$ cat config.mk
export PLATFORM = sky130hd
export DESIGN_NAME = sequence_code_lock_top
export DESIGN_NICKNAME = d
export VERILOG_FILES = /design/src/rtl/core/scl_pkg.sv /design/src/rtl/core/scl_ram.sv /design/src/rtl/core/scl_ctrl.sv /design/src/rtl/core/scl_dp.sv /design/src/rtl/core/sequence_code_lock_top.sv
export SDC_FILE = /design/constraint.sdc
export NUM_CORES = 1
export LEC_CHECK = 0
export BUFFER_PORTS_ARGS = -buffer_cell sky130_fd_sc_hd__buf_2
export CAP_MARGIN = 25
export CORE_UTILIZATION = 55
export CTS_BUF_LIST = sky130_fd_sc_hd__clkbuf_2
export DETAILED_ROUTE_END_ITERATION = 8
export PLACE_DENSITY = 0.73
export REMOVE_ABC_BUFFERS = 1
export SYNTH_ARGS = -nofsm -noshare
export SYNTH_HDL_FRONTEND = slang
export SYNTH_SLANG_ARGS = --single-unit
$ cat constraint.sdc
create_clock -name i_clk -period 3.63 [get_ports i_clk]
set_clock_uncertainty 0.1 [all_clocks]
set_input_delay 0.1815 -clock i_clk [delete_from_list [all_inputs] [get_ports i_clk]]
set_output_delay 0.1815 -clock i_clk [all_outputs]
set_load 0.05 [all_outputs]
$ cat src/rtl/core/scl_pkg.sv
// Shared types and constants for the sequence code lock.
// Used by the controller, the datapath and the top level; depends on nothing.
package scl_pkg;

    localparam int MAX_ENTRIES_DEF = 16;
    localparam int CODE_SYMBOLS    = 16;

    localparam int CFG_IDX_W       = 2;
    localparam int CFG_DATA_W      = 32;
    localparam int CODE_LEN_W      = 5;
    localparam int HOLD_W          = 16;
    localparam int SINCE_W         = 17;
    localparam int KEY_W           = 3;
    localparam int COUNT_W         = 5;

    localparam logic [CFG_IDX_W-1:0] CFG_CODE_SYMBOLS = 2'd0;
    localparam logic [CFG_IDX_W-1:0] CFG_CODE_LENGTH  = 2'd1;
    localparam logic [CFG_IDX_W-1:0] CFG_HOLD_TICKS   = 2'd2;

    localparam logic                 KIND_TICK = 1'b0;
    localparam logic                 KIND_KEY  = 1'b1;
    localparam logic [KEY_W-1:0]     KEY_RIGHT = 3'd3;
    localparam logic [KEY_W-1:0]     KEY_ENTER = 3'd4;

    localparam logic [SINCE_W-1:0]   SINCE_MAX  = 17'h1FFFF;
    localparam logic [HOLD_W-1:0]    HOLD_RESET = 16'd2000;

    typedef struct packed {
        logic step;
        logic cmp_start;
        logic cmp_next;
        logic finish_match;
        logic finish_wrong;
    } t_dp_cmd;

    typedef struct packed {
        logic enter_ok;
        logic is_open;
        logic len_match;
        logic total_zero;
        logic sym_eq;
        logic idx_last;
        logic out_free;
    } t_dp_status;

endpackage

$ cat src/rtl/core/scl_ram.sv
// Generic single-write, single-read RAM with registered read data.
// No dependencies.
module scl_ram #(
    parameter int WIDTH = 2,
    parameter int DEPTH = 16,
    parameter int AW    = (DEPTH > 1) ? $clog2(DEPTH) : 1
) (
    input  logic             i_clk,
    input  logic             i_we,
    input  logic [AW-1:0]    i_waddr,
    input  logic [WIDTH-1:0] i_wdata,
    input  logic [AW-1:0]    i_raddr,
    output logic [WIDTH-1:0] o_rdata
);

    logic [WIDTH-1:0] r_mem [DEPTH];
    logic [WIDTH-1:0] r_rdata;

    always_ff @(posedge i_clk) begin
        if (i_we) begin
            r_mem[i_waddr] <= i_wdata;
        end
        r_rdata <= r_mem[i_raddr];
    end

    assign o_rdata = r_rdata;

endmodule

$ cat src/rtl/core/scl_ctrl.sv
// Controller state machine: accepts items and sequences the serial code compare.
// Depends on scl_pkg for command and status types.
module scl_ctrl (
    input  logic                      i_clk,
    input  logic                      i_rst_n,
    input  logic                      i_in_valid,
    output logic                      o_in_ready,
    input  logic                      i_kind,
    input  logic [scl_pkg::KEY_W-1:0] i_key,
    input  scl_pkg::t_dp_status       i_status,
    output scl_pkg::t_dp_cmd          o_cmd
);

    localparam logic [1:0] S_IDLE  = 2'd0;
    localparam logic [1:0] S_READ  = 2'd1;
    localparam logic [1:0] S_CHECK = 2'd2;

    logic [1:0]       r_state;
    logic [1:0]       n_state;
    logic             w_accept;
    logic             w_lock_enter;
    scl_pkg::t_dp_cmd w_cmd;

    assign o_in_ready   = (r_state == S_IDLE) && i_status.out_free;
    assign w_accept     = i_in_valid && o_in_ready;
    assign w_lock_enter = (i_kind == scl_pkg::KIND_KEY) && (i_key == scl_pkg::KEY_ENTER)
                          && i_status.enter_ok && !i_status.is_open;

    always_comb begin
        n_state = r_state;
        w_cmd   = '0;
        case (r_state)
            S_IDLE: begin
                if (w_accept) begin
                    if (!w_lock_enter) begin
                        w_cmd.step = 1'b1;
                    end else if (!i_status.len_match) begin
                        w_cmd.finish_wrong = 1'b1;
                    end else if (i_status.total_zero) begin
                        w_cmd.finish_match = 1'b1;
                    end else begin
                        w_cmd.cmp_start = 1'b1;
                        n_state         = S_READ;
                    end
                end
            end
            S_READ: begin
                n_state = S_CHECK;
            end
            S_CHECK: begin
                if (!i_status.sym_eq) begin
                    w_cmd.finish_wrong = 1'b1;
                    n_state            = S_IDLE;
                end else if (i_status.idx_last) begin
                    w_cmd.finish_match = 1'b1;
                    n_state            = S_IDLE;
                end else begin
                    w_cmd.cmp_next = 1'b1;
                    n_state        = S_READ;
                end
            end
            default: begin
                n_state = S_IDLE;
            end
        endcase
    end

    always_ff @(posedge i_clk) begin
        if (!i_rst_n) begin
            r_state <= S_IDLE;
        end else begin
            r_state <= n_state;
        end
    end

    assign o_cmd = w_cmd;

endmodule

$ cat src/rtl/core/scl_dp.sv
// Datapath: configuration registers, lock state, tick counter, entry RAM and result register.
// Depends on scl_pkg and scl_ram.
module scl_dp #(
    parameter int MAX_ENTRIES = scl_pkg::MAX_ENTRIES_DEF
) (
    input  logic                           i_clk,
    input  logic                           i_rst_n,
    input  logic                           i_cfg_we,
    input  logic [scl_pkg::CFG_IDX_W-1:0]  i_cfg_index,
    input  logic [scl_pkg::CFG_DATA_W-1:0] i_cfg_data,
    input  logic                           i_kind,
    input  logic [scl_pkg::KEY_W-1:0]      i_key,
    input  scl_pkg::t_dp_cmd               i_cmd,
    output scl_pkg::t_dp_status            o_status,
    input  logic                           i_out_ready,
    output logic                           o_out_valid,
    output logic                           o_unlocked,
    output logic [scl_pkg::COUNT_W-1:0]    o_entry_count,
    output logic                           o_wrong_code,
    output logic                           o_enter_ignored
);

    localparam int TW = $clog2(MAX_ENTRIES + 1);
    localparam int IW = (MAX_ENTRIES > 1) ? $clog2(MAX_ENTRIES) : 1;
    localparam int CW = (TW > scl_pkg::CODE_LEN_W) ? TW : scl_pkg::CODE_LEN_W;

    logic [scl_pkg::CFG_DATA_W-1:0] r_code_symbols;
    logic [scl_pkg::CODE_LEN_W-1:0] r_code_length;
    logic [scl_pkg::HOLD_W-1:0]     r_hold_ticks;

    logic [TW-1:0]                  r_total;
    logic [TW-1:0]                  n_total;
    logic                           r_open;
    logic                           n_open;
    logic [scl_pkg::SINCE_W-1:0]    r_since;
    logic [scl_pkg::SINCE_W-1:0]    n_since;
    logic [IW-1:0]                  r_idx;

    logic                           r_out_valid;
    logic                           r_unlocked;
    logic [scl_pkg::COUNT_W-1:0]    r_entry_count;
    logic                           r_wrong_code;
    logic                           r_enter_ignored;

    logic                           w_load;
    logic                           w_wrong;
    logic                           w_ignored;
    logic                           w_we;
    logic [1:0]                     w_rdata;
    logic [scl_pkg::CFG_DATA_W-1:0] w_code_shift;
    logic [1:0]                     w_want;
    logic                           w_enter_ok;

    assign w_enter_ok   = r_since > {1'b0, r_hold_ticks};
    assign w_code_shift = r_code_symbols >> {r_idx, 1'b0};
    assign w_want       = (6'(r_idx) < 6'(scl_pkg::CODE_SYMBOLS)) ? w_code_shift[1:0] : 2'd0;

    assign w_we = i_cmd.step && (i_kind == scl_pkg::KIND_KEY)
                  && (i_key <= scl_pkg::KEY_RIGHT) && (r_total < TW'(MAX_ENTRIES));

    scl_ram #(
        .WIDTH (2),
        .DEPTH (MAX_ENTRIES),
        .AW    (IW)
    ) u_entry_ram (
        .i_clk   (i_clk),
        .i_we    (w_we),
        .i_waddr (r_total[IW-1:0]),
        .i_wdata (i_key[1:0]),
        .i_raddr (r_idx),
        .o_rdata (w_rdata)
    );

    always_comb begin
        n_total   = r_total;
        n_open    = r_open;
        n_since   = r_since;
        w_wrong   = 1'b0;
        w_ignored = 1'b0;
        if (i_cmd.step) begin
            if (i_kind == scl_pkg::KIND_TICK) begin
                if (r_since != scl_pkg::SINCE_MAX) begin
                    n_since = r_since + 1'b1;
                end
            end else if (i_key <= scl_pkg::KEY_RIGHT) begin
                if (w_we) begin
                    n_total = r_total + 1'b1;
                end
            end else if (i_key == scl_pkg::KEY_ENTER) begin
                if (w_enter_ok) begin
                    n_open  = 1'b0;
                    n_since = scl_pkg::SINCE_MAX;
                end else begin
                    w_ignored = 1'b1;
                end
            end
        end else if (i_cmd.finish_match) begin
            n_open  = 1'b1;
            n_since = '0;
            n_total = '0;
        end else if (i_cmd.finish_wrong) begin
            w_wrong = 1'b1;
            n_total = '0;
        end
    end

    assign w_load = i_cmd.step || i_cmd.finish_match || i_cmd.finish_wrong;

    always_ff @(posedge i_clk) begin
        if (!i_rst_n) begin
            r_code_symbols <= '0;
            r_code_length  <= '0;
            r_hold_ticks   <= scl_pkg::HOLD_RESET;
            r_total        <= '0;
            r_open         <= 1'b0;
            r_since        <= '0;
            r_idx          <= '0;
            r_out_valid    <= 1'b0;
        end else begin
            if (i_cfg_we) begin
                case (i_cfg_index)
                    scl_pkg::CFG_CODE_SYMBOLS: r_code_symbols <= i_cfg_data;
                    scl_pkg::CFG_CODE_LENGTH:  r_code_length  <= i_cfg_data[scl_pkg::CODE_LEN_W-1:0];
                    scl_pkg::CFG_HOLD_TICKS:   r_hold_ticks   <= i_cfg_data[scl_pkg::HOLD_W-1:0];
                    default: begin
                    end
                endcase
            end
            r_total <= n_total;
            r_open  <= n_open;
            r_since <= n_since;
            if (i_cmd.cmp_start) begin
                r_idx <= '0;
            end else if (i_cmd.cmp_next) begin
                r_idx <= r_idx + 1'b1;
            end
            if (w_load) begin
                r_out_valid <= 1'b1;
            end else if (i_out_ready) begin
                r_out_valid <= 1'b0;
            end
        end
    end

    always_ff @(posedge i_clk) begin
        if (w_load) begin
            r_unlocked      <= n_open;
            r_entry_count   <= scl_pkg::COUNT_W'(n_total);
            r_wrong_code    <= w_wrong;
            r_enter_ignored <= w_ignored;
        end
    end

    assign o_status.enter_ok   = w_enter_ok;
    assign o_status.is_open    = r_open;
    assign o_status.len_match  = CW'(r_total) == CW'(r_code_length);
    assign o_status.total_zero = r_total == '0;
    assign o_status.sym_eq     = w_rdata == w_want;
    assign o_status.idx_last   = (CW'(r_idx) + CW'(1)) == CW'(r_total);
    assign o_status.out_free   = !r_out_valid || i_out_ready;

    assign o_out_valid     = r_out_valid;
    assign o_unlocked      = r_unlocked;
    assign o_entry_count   = r_entry_count;
    assign o_wrong_code    = r_wrong_code;
    assign o_enter_ignored = r_enter_ignored;

endmodule

$ cat src/rtl/core/sequence_code_lock_top.sv
// Top level of the sequence code lock: streaming ports, configuration port,
// controller and datapath. Depends on scl_pkg, scl_ctrl and scl_dp.
//
// Ticks, direction keys, other keys, ignored enters and a relocking enter each
// produce their result in the cycle after the transfer. An accepted enter while
// locked, with the entry count equal to code_length and N > 0 symbols held,
// compares the entries one at a time through the registered read port of the
// entry RAM, alternating read and check states, and ends at the first mismatch
// or the last entry. One item is processed at a time; a finished result sits
// in an output register, and the next item is taken once that register is
// empty or being read in the same cycle. Configuration writes are always accepted.
module sequence_code_lock_top #(
    parameter int MAX_ENTRIES = scl_pkg::MAX_ENTRIES_DEF
) (
    input  logic                           i_clk,
    input  logic                           i_rst_n,
    input  logic                           s_axis_tvalid,
    output logic                           s_axis_tready,
    input  logic [7:0]                     s_axis_tdata,   // [2:0] key, [7:3] zero
    input  logic                           s_axis_tuser,   // [0] kind
    output logic                           m_axis_tvalid,
    input  logic                           m_axis_tready,
    output logic [7:0]                     m_axis_tdata,   // [0] unlocked, [5:1] entry_count,
                                                           // [6] wrong_code, [7] enter_ignored
    input  logic                           i_cfg_valid,
    output logic                           o_cfg_ready,
    input  logic [scl_pkg::CFG_IDX_W-1:0]  i_cfg_index,
    input  logic [scl_pkg::CFG_DATA_W-1:0] i_cfg_data
);

    scl_pkg::t_dp_cmd               w_cmd;
    scl_pkg::t_dp_status            w_status;
    logic [scl_pkg::KEY_W-1:0]      w_key;
    logic                           w_unlocked;
    logic [scl_pkg::COUNT_W-1:0]    w_entry_count;
    logic                           w_wrong_code;
    logic                           w_enter_ignored;

    assign w_key       = s_axis_tdata[scl_pkg::KEY_W-1:0];
    assign o_cfg_ready = 1'b1;

    scl_ctrl u_ctrl (
        .i_clk      (i_clk),
        .i_rst_n    (i_rst_n),
        .i_in_valid (s_axis_tvalid),
        .o_in_ready (s_axis_tready),
        .i_kind     (s_axis_tuser),
        .i_key      (w_key),
        .i_status   (w_status),
        .o_cmd      (w_cmd)
    );

    scl_dp #(
        .MAX_ENTRIES (MAX_ENTRIES)
    ) u_dp (
        .i_clk           (i_clk),
        .i_rst_n         (i_rst_n),
        .i_cfg_we        (i_cfg_valid && o_cfg_ready),
        .i_cfg_index     (i_cfg_index),
        .i_cfg_data      (i_cfg_data),
        .i_kind          (s_axis_tuser),
        .i_key           (w_key),
        .i_cmd           (w_cmd),
        .o_status        (w_status),
        .i_out_ready     (m_axis_tready),
        .o_out_valid     (m_axis_tvalid),
        .o_unlocked      (w_unlocked),
        .o_entry_count   (w_entry_count),
        .o_wrong_code    (w_wrong_code),
        .o_enter_ignored (w_enter_ignored)
    );

    assign m_axis_tdata = {w_enter_ignored, w_wrong_code, w_entry_count, w_unlocked};

endmodule
### Word level (Yosys, flattened, before mapping)

Memory sizes are Yosys's and may differ from the RTL's. A register that Yosys moved wholly into a read port is not among the register bits.
Index checks and enable logic that the tools add are counted.

* equal/unequal tests: 17
* mux-type cells: 49
* shift operators: 1
* reductions and logical operators: 26
* add/sub/neg operators: 4
* bitwise logic cells: 4
* order comparisons: 3

Operator list (number)
* $mux 17: 7
* $shr 32x5->2: 1
* $mux 5: 6
* $mux 1: 24
* $mux 2: 10
* $add 17x1->17 const B: 1
* $gt 17x16->1: 1
* $ne 17x17->1 const B: 1
* $ne 3x3->1 const B: 4
* $eq 5x5->1: 2
* $logic_and 1x1->1: 8
* $ne 2x1->1 const B: 3
* $pmux 2 s3: 1
* $reduce_and 2->1: 3
* $add 4x1->5 const B: 1
* $add 5x1->5 const B: 1
* $logic_not 5->1: 1
* $lt 5x5->1 const B: 1
* $reduce_and 5->1: 1
* $add 4x1->4 const B: 1
* $eq 2x1->1 const B: 2
* $eq 2x2->1 const B: 2
* $logic_not 2->1: 2
* $not 1->1: 4
* other kinds (11): 16

* memories kept: 1
* bits in writable memories: 32
* bits in registers: 91
* output and inout bits: 11
* word-level logic and storage cells: 118
* bits of input ports: 48

Memories
* u_dp.u_entry_ram.r_mem: words 16, bits a word 2, rd ports 1, clocked after Yosys merged registers in 1, wr ports 1, line scl_ram.sv:16 `logic [WIDTH-1:0] r_mem [DEPTH];`

### Longest topological paths before layout

* depth in word-level cells: 14
* depth in mapped cells: 11
* mapped depth without buffers: 10

### Cells and area by module

From an unflattened synthesis, not the netlist that was laid out.

* cells, all modules: 623
* area total of the unflattened synthesis: 6048.3 um2

Modules (own cells, without submodules)
* scl_dp: instances 1, area each 4431.8 um2, cells each 520, sequential area each 1861.8 um2
* scl_ram: instances 1, area each 1380.1 um2, cells each 78, sequential area each 1001.0 um2
* scl_ctrl: instances 1, area each 202.7 um2, cells each 20, sequential area each 40.0 um2
* sequence_code_lock_top: instances 1, area each 33.8 um2, cells each 5, sequential area each 0.0 um2

### Worst setup path after synthesis

Ideal clock, no wire load.

* path kind: flip-flop to flip-flop
* from: register u_dp.r_since[14] (netlist bit)
* to: register u_dp.r_since[12] (netlist bit)
* data arrival time: 2.499 ns
* library setup time: 0.119 ns
* path slack: 0.912 ns
* period minus slack after synthesis: 2.718 ns
* stages on the path, launching flop included: 10
* required time: 3.411 ns
* path buffers: 2
* cell sequence: dfxtp_1 ha_1 a21o_1 a211o_1 a2111o_1 buf_2 a41oi_2 buf_2 a31oi_1 o221a_2

* word-level cells in the longest chain between the ends: 8
* elaborated cells between the ends (all ways): 17
* those cells by class: order compare: 1; eq/ne: 5; mux: 7; reduce/logical: 4

Ends and longest elaborated chain
* from (decl): line scl_dp.sv:35 `logic [scl_pkg::SINCE_W-1:0] r_since;`
* from (signal assigned): line scl_dp.sv:131 `r_since <= n_since;`
* $gt 17x16->1: line scl_dp.sv:54 `assign w_enter_ok = r_since > {1'b0, r_hold_ticks};`
* $logic_and 1x1->1 (2 in a row): line scl_ctrl.sv:27 `&& i_status.enter_ok && !i_status.is_open;`
* $mux 2 / $mux 1 (equally long branches): line scl_ctrl.sv:35 `if (!w_lock_enter) begin`
* $mux 2: line scl_ctrl.sv:34 `if (w_accept) begin`
* $pmux 2 s2 / $mux 2 (equally long branches): line scl_ctrl.sv:32 `case (r_state)`
* $reduce_bool 2->1 (no source line) / $ne 3x3->1 (equally long branches)
* $reduce_and 5->1 (no source line)

Parallel ways exist; a longest one is shown, timed or not.
A chain may end at the register's enable or synchronous reset.

### Worst setup path after layout

* from: register u_dp.r_idx[0]
* to: register u_dp.r_total[4]

* word-level cells in the longest chain between the ends: 7
* elaborated cells between the ends (all ways): 11
* those cells by class: add/sub: 1; eq/ne: 2; shift: 1; mux: 7

Ends and longest elaborated chain
* from (decl): line scl_dp.sv:37 `logic [IW-1:0] r_idx;`
* from (signal assigned): line scl_dp.sv:135 `r_idx <= r_idx + 1'b1;`
* $add 4x1->5 / $shr 32x5->2 (equally long branches): line scl_dp.sv:159, scl_dp.sv:55
* $eq 5x5->1 / $eq 2x2->1 (equally long branches): line scl_dp.sv:159, scl_dp.sv:158
* $mux 1, on equally long branches: line scl_ctrl.sv:54, scl_ctrl.sv:51
* $mux 2 / $pmux 2 s2 (equally long branches): line scl_ctrl.sv:51, scl_ctrl.sv:32
* $pmux 2 s2 (*): line scl_ctrl.sv:32
* $mux 5 (*): line scl_dp.sv:97 `end else if (i_cmd.finish_match) begin`
* $mux 5 (*): line scl_dp.sv:80 `if (i_cmd.step) begin`
* to (signal assigned): line scl_dp.sv:129 `r_total <= n_total;`
* to (decl): line scl_dp.sv:31 `logic [TW-1:0] r_total;`

Every way passes the cells marked *; elsewhere a longest branch is shown, timed or not.

==> impl_results.md <==
- Most common cell after layout, fill and taps aside: nand2_1
- Highest Clock Rate: 0.299 GHz
- Initial antenna violation count: 0
- GRT Overall Usage: 0.266
- DRC: 0
- Sequential Power Share: 0.561
- Peak VDD IR: 0.305 mV
- P per Cell Area: 369 nW/um^2
- Drt pass-1 iters: 5
- Worst reg2reg setup slack: 0.29 ns
- Final hold vios: 0
- Met3 wire length: 633 microns
- Commonest non-fill, non-tap cells in the layout: 118 x nand2_1, 83 x dfxtp_1, 60 x a21oi_1
- Ys flop type: dfxtp_1
- Final setup viols: 0
- Net count reported at finish: 820
- Worst reg2reg endpoint: u_dp.r_total[4]
- Avg WL per Cell: 16.4 microns
- Setup crit start kind: flip-flop
- Worst Hold Class: input pin to flip-flop
- GR Overflow Total: 0
- CP Data Arrival Time: 3.82 ns
- RSZ-0062 raised after global routing: false
- Diode count: 0
- Post-DP HPWL: 9810 microns
- Largest net degree at the start of global routing: 54
- CTS tree: done
- Max transition margin: 0.458
- Final worst slack: 0.290 ns
- Metal-1 WL: 6930 microns
- Final Max Slew Viols: 0
- Synth-to-Final Area Change: 16.9%
- Die Area: 11800 sq um
- Via count: 5250
- Tot Pwr: 2.70 mW
- H-tree levels: 4
- GP Congestion: 0.864
- Vias in the first global route: 4966
- Drt initial violations: 383
- Worst slack at placement: 0.448 ns
- Post-CTS setup buffers: 0
- CP Capture Type: flip-flop
- Highest metal used: met4
- # rows: 38
- Min-delay src: i_cfg_index[1]
- Routed WL: 14800 microns
- Yosys warns: 0
- Max-cap violations: 0
- Status: finished, final reports clean
- Critical path fanouts, max: 26
- Met2 wire length: 7050 microns
- IO Count: 59
- # clock sinks: 125
- Final period util: 0.920
- Post-Syn Area: 6260 sq um
- Syn avg cell area: 9.50 sq um
- Clk pin slew, worst setup/hold paths: 0.18 ns
- Synth Instances: 659
- Pleak: 2.73 nW
- Initial Util: 0.570
- Die X: 109 microns
- Root buffer cell: clkbuf_2
- Via/cell ratio: 5.83
- Critical path class: flip-flop to flip-flop
- Input/output buffers: 52
- Hold endpoint: u_dp.r_code_length[3]
- Worst slew pin tran: 0.813 ns
- Worst Path Required: 4.11 ns
- Share of power burned in the clock network: 0.321
- WHS Path Cells: 4
- Sequential area share after synthesis: 0.463
- Yosys reg bits: 125
- FFs w/ async S/R, synth: 0
- ANT nets after route: 0
- Unique masters post-synth: 64
- CTS buffer count: 17
- Share of post-route cells with drive strength above 1: 0.166
- EDFF count, synth: 40
- CTS max path bufs: 2
- FF-to-FF path depth: 10
- Clk_lat worst skew: 0.67 ns
- Sum Neg Setup Slack: 0 ns
- Net Switching: 0.703 mW
- Sw Ratio: 0.260
- Reg-to-Reg Start: u_dp.r_idx[0]
- Die Ht: 109 microns
- First-pass GRT wire length: 23800 microns
- Core footprint: 11000 sq um
- Comb power frac: 0.118
- Cell Int Power: 2.00 mW
- Final worst path period need: 3.34 ns
-- sequential cells by signal (all words and copies together), names as in the netlist --
name                      count
u_ctrl.r_state                2
u_dp.r_hold_ticks            16
u_dp.o_entry_count            5
u_dp.r_idx                    4
u_dp.o_enter_ignored          1
u_dp.r_total                  5
u_dp.r_code_length            5
u_dp.o_unlocked               1
u_dp.r_open                   1
u_dp.o_out_valid              1
u_dp.u_entry_ram.r_mem       32
u_dp.r_since                 17
u_dp.o_wrong_code             1
u_dp.u_entry_ram.o_rdata      2
u_dp.r_code_symbols          32
-- how the worst max path moves through the flow --
| stage | from | endpoint | slack [ns] | depth (start not counted) |
|---|---|---|---|---|
| floorplan | u_dp.r_idx[0] | u_dp.r_total[3] | -0.01 | 7 |
| global placement | u_dp.r_idx[1] | u_dp.o_entry_count[4] | 0.51 | 8 |
| detailed placement | u_dp.r_idx[1] | u_dp.o_entry_count[4] | 0.45 | 8 |
| CTS | u_dp.r_idx[1] | u_dp.r_total[4] | 0.09 | 9 |
| global route | u_dp.r_idx[0] | u_dp.r_total[4] | 0.07 | 10 |
| finish | u_dp.r_idx[0] | u_dp.r_total[4] | 0.29 | 10 |
-- stage by stage --
stage / area, sq um / instances / hold WS [ns] / utilization
2_1_floorplan: 6070 / 620 / 0.170 / -
3_3_place_gp: 6590 / 821 / 0.322 / 0.600
3_5_place_dp: 6590 / 821 / 0.332 / 0.600
4_1_cts: 7310 / 901 / 0.0113 / 0.666
5_1_grt: 7320 / 901 / 0.0307 / 0.666
6_report: 7320 / 901 / 0.0850 / 0.666
-- area by class of cell --
type	instances	area [sq um]
fill	860	3660
clock buffer	21	105
inverter	23	86.3
sequential	125	2910
tap	140	175
multi-input combinational	472	3090
clock inverter	10	125
timing repair buffer	110	831
-- critical path, stage by stage (launching register included) --
cell and delay (ns):
dfxtp_2 0.47, buf_12 0.23, mux2i_1 0.23, a22oi_1 0.13, a21o_1 0.23, a2111oi_4 0.55, o21bai_4 0.26, nand4_1 0.16
buf_4 0.24, a21oi_1 0.09, dlygate4sd3_1 0.56
-- metal layers --
layer,GRT usage,vias to the layer above
li1,-,2579
met1,0.341,2504
met2,0.446,145
met3,0.0586,22
met4,0.0859,0
met5,0,-
-- cells in the mapped netlist, types with 3 or more instances --
cell | number | share of area
buf_4 | 5 | 0.0060
or3b_2 | 3 | 0.0042
nor2b_1 | 5 | 0.0050
mux4_2 | 10 | 0.036
nand2b_1 | 6 | 0.0060
a211oi_1 | 4 | 0.0048
a22oi_1 | 6 | 0.0072
edfxtp_1 | 40 | 0.19
o31ai_1 | 3 | 0.0036
o221a_2 | 11 | 0.020
buf_2 | 6 | 0.0048
o211ai_1 | 6 | 0.0072
and2_1 | 7 | 0.0070
xor2_1 | 3 | 0.0042
and3_1 | 6 | 0.0060
a21oi_1 | 60 | 0.048
ha_1 | 23 | 0.046
nor2_1 | 41 | 0.025
nor3b_1 | 6 | 0.0072
a21boi_0 | 7 | 0.0084
a31oi_1 | 17 | 0.017
nand2_1 | 118 | 0.071
mux2i_1 | 23 | 0.037
a21o_1 | 6 | 0.0072
or3_1 | 4 | 0.0040
nor3_1 | 12 | 0.0096
clkbuf_1 | 25 | 0.015
xnor2_1 | 5 | 0.0070
nand4_1 | 12 | 0.012
buf_6 | 3 | 0.0054
nand3b_1 | 4 | 0.0048
o21a_1 | 5 | 0.0060
o21ai_0 | 7 | 0.0056
inv_1 | 22 | 0.013
nand3_1 | 21 | 0.017
dfxtp_1 | 85 | 0.27
-- power groups by stage --
stage / sequential (mW) / combinational [mW] / clock [mW]
finish: 1.51 / 0.319 / 0.866
global route: 1.52 / 0.349 / 0.951
CTS: 1.51 / 0.314 / 0.884
detailed placement: 1.54 / 0.276 / 0
global placement: 1.54 / 0.266 / 0
floorplan: 1.56 / 0.157 / 0
-- repair_timing --
action | in CTS | in global routing
gates resized for setup | 0 | 3
endpoints found under the setup margin | 0 | 1
hold buffers | 49 | 0
endpoints found under the hold margin | 117 | 0
-- kinds of logic after synthesis --
kind of cell | count (synthesis) | share of synthesized area
buffers and inverters | 62 | 0.0449
AOI/OAI and AO/OA | 155 | 0.173
DFF | 125 | 0.463
other | 1 | 0.000599
muxes | 33 | 0.0727
adders and majority gates | 23 | 0.0459
and+or+nand+nor | 252 | 0.188
xor gates and xnor gates | 8 | 0.0112
(Power assumes the default switching activity.)
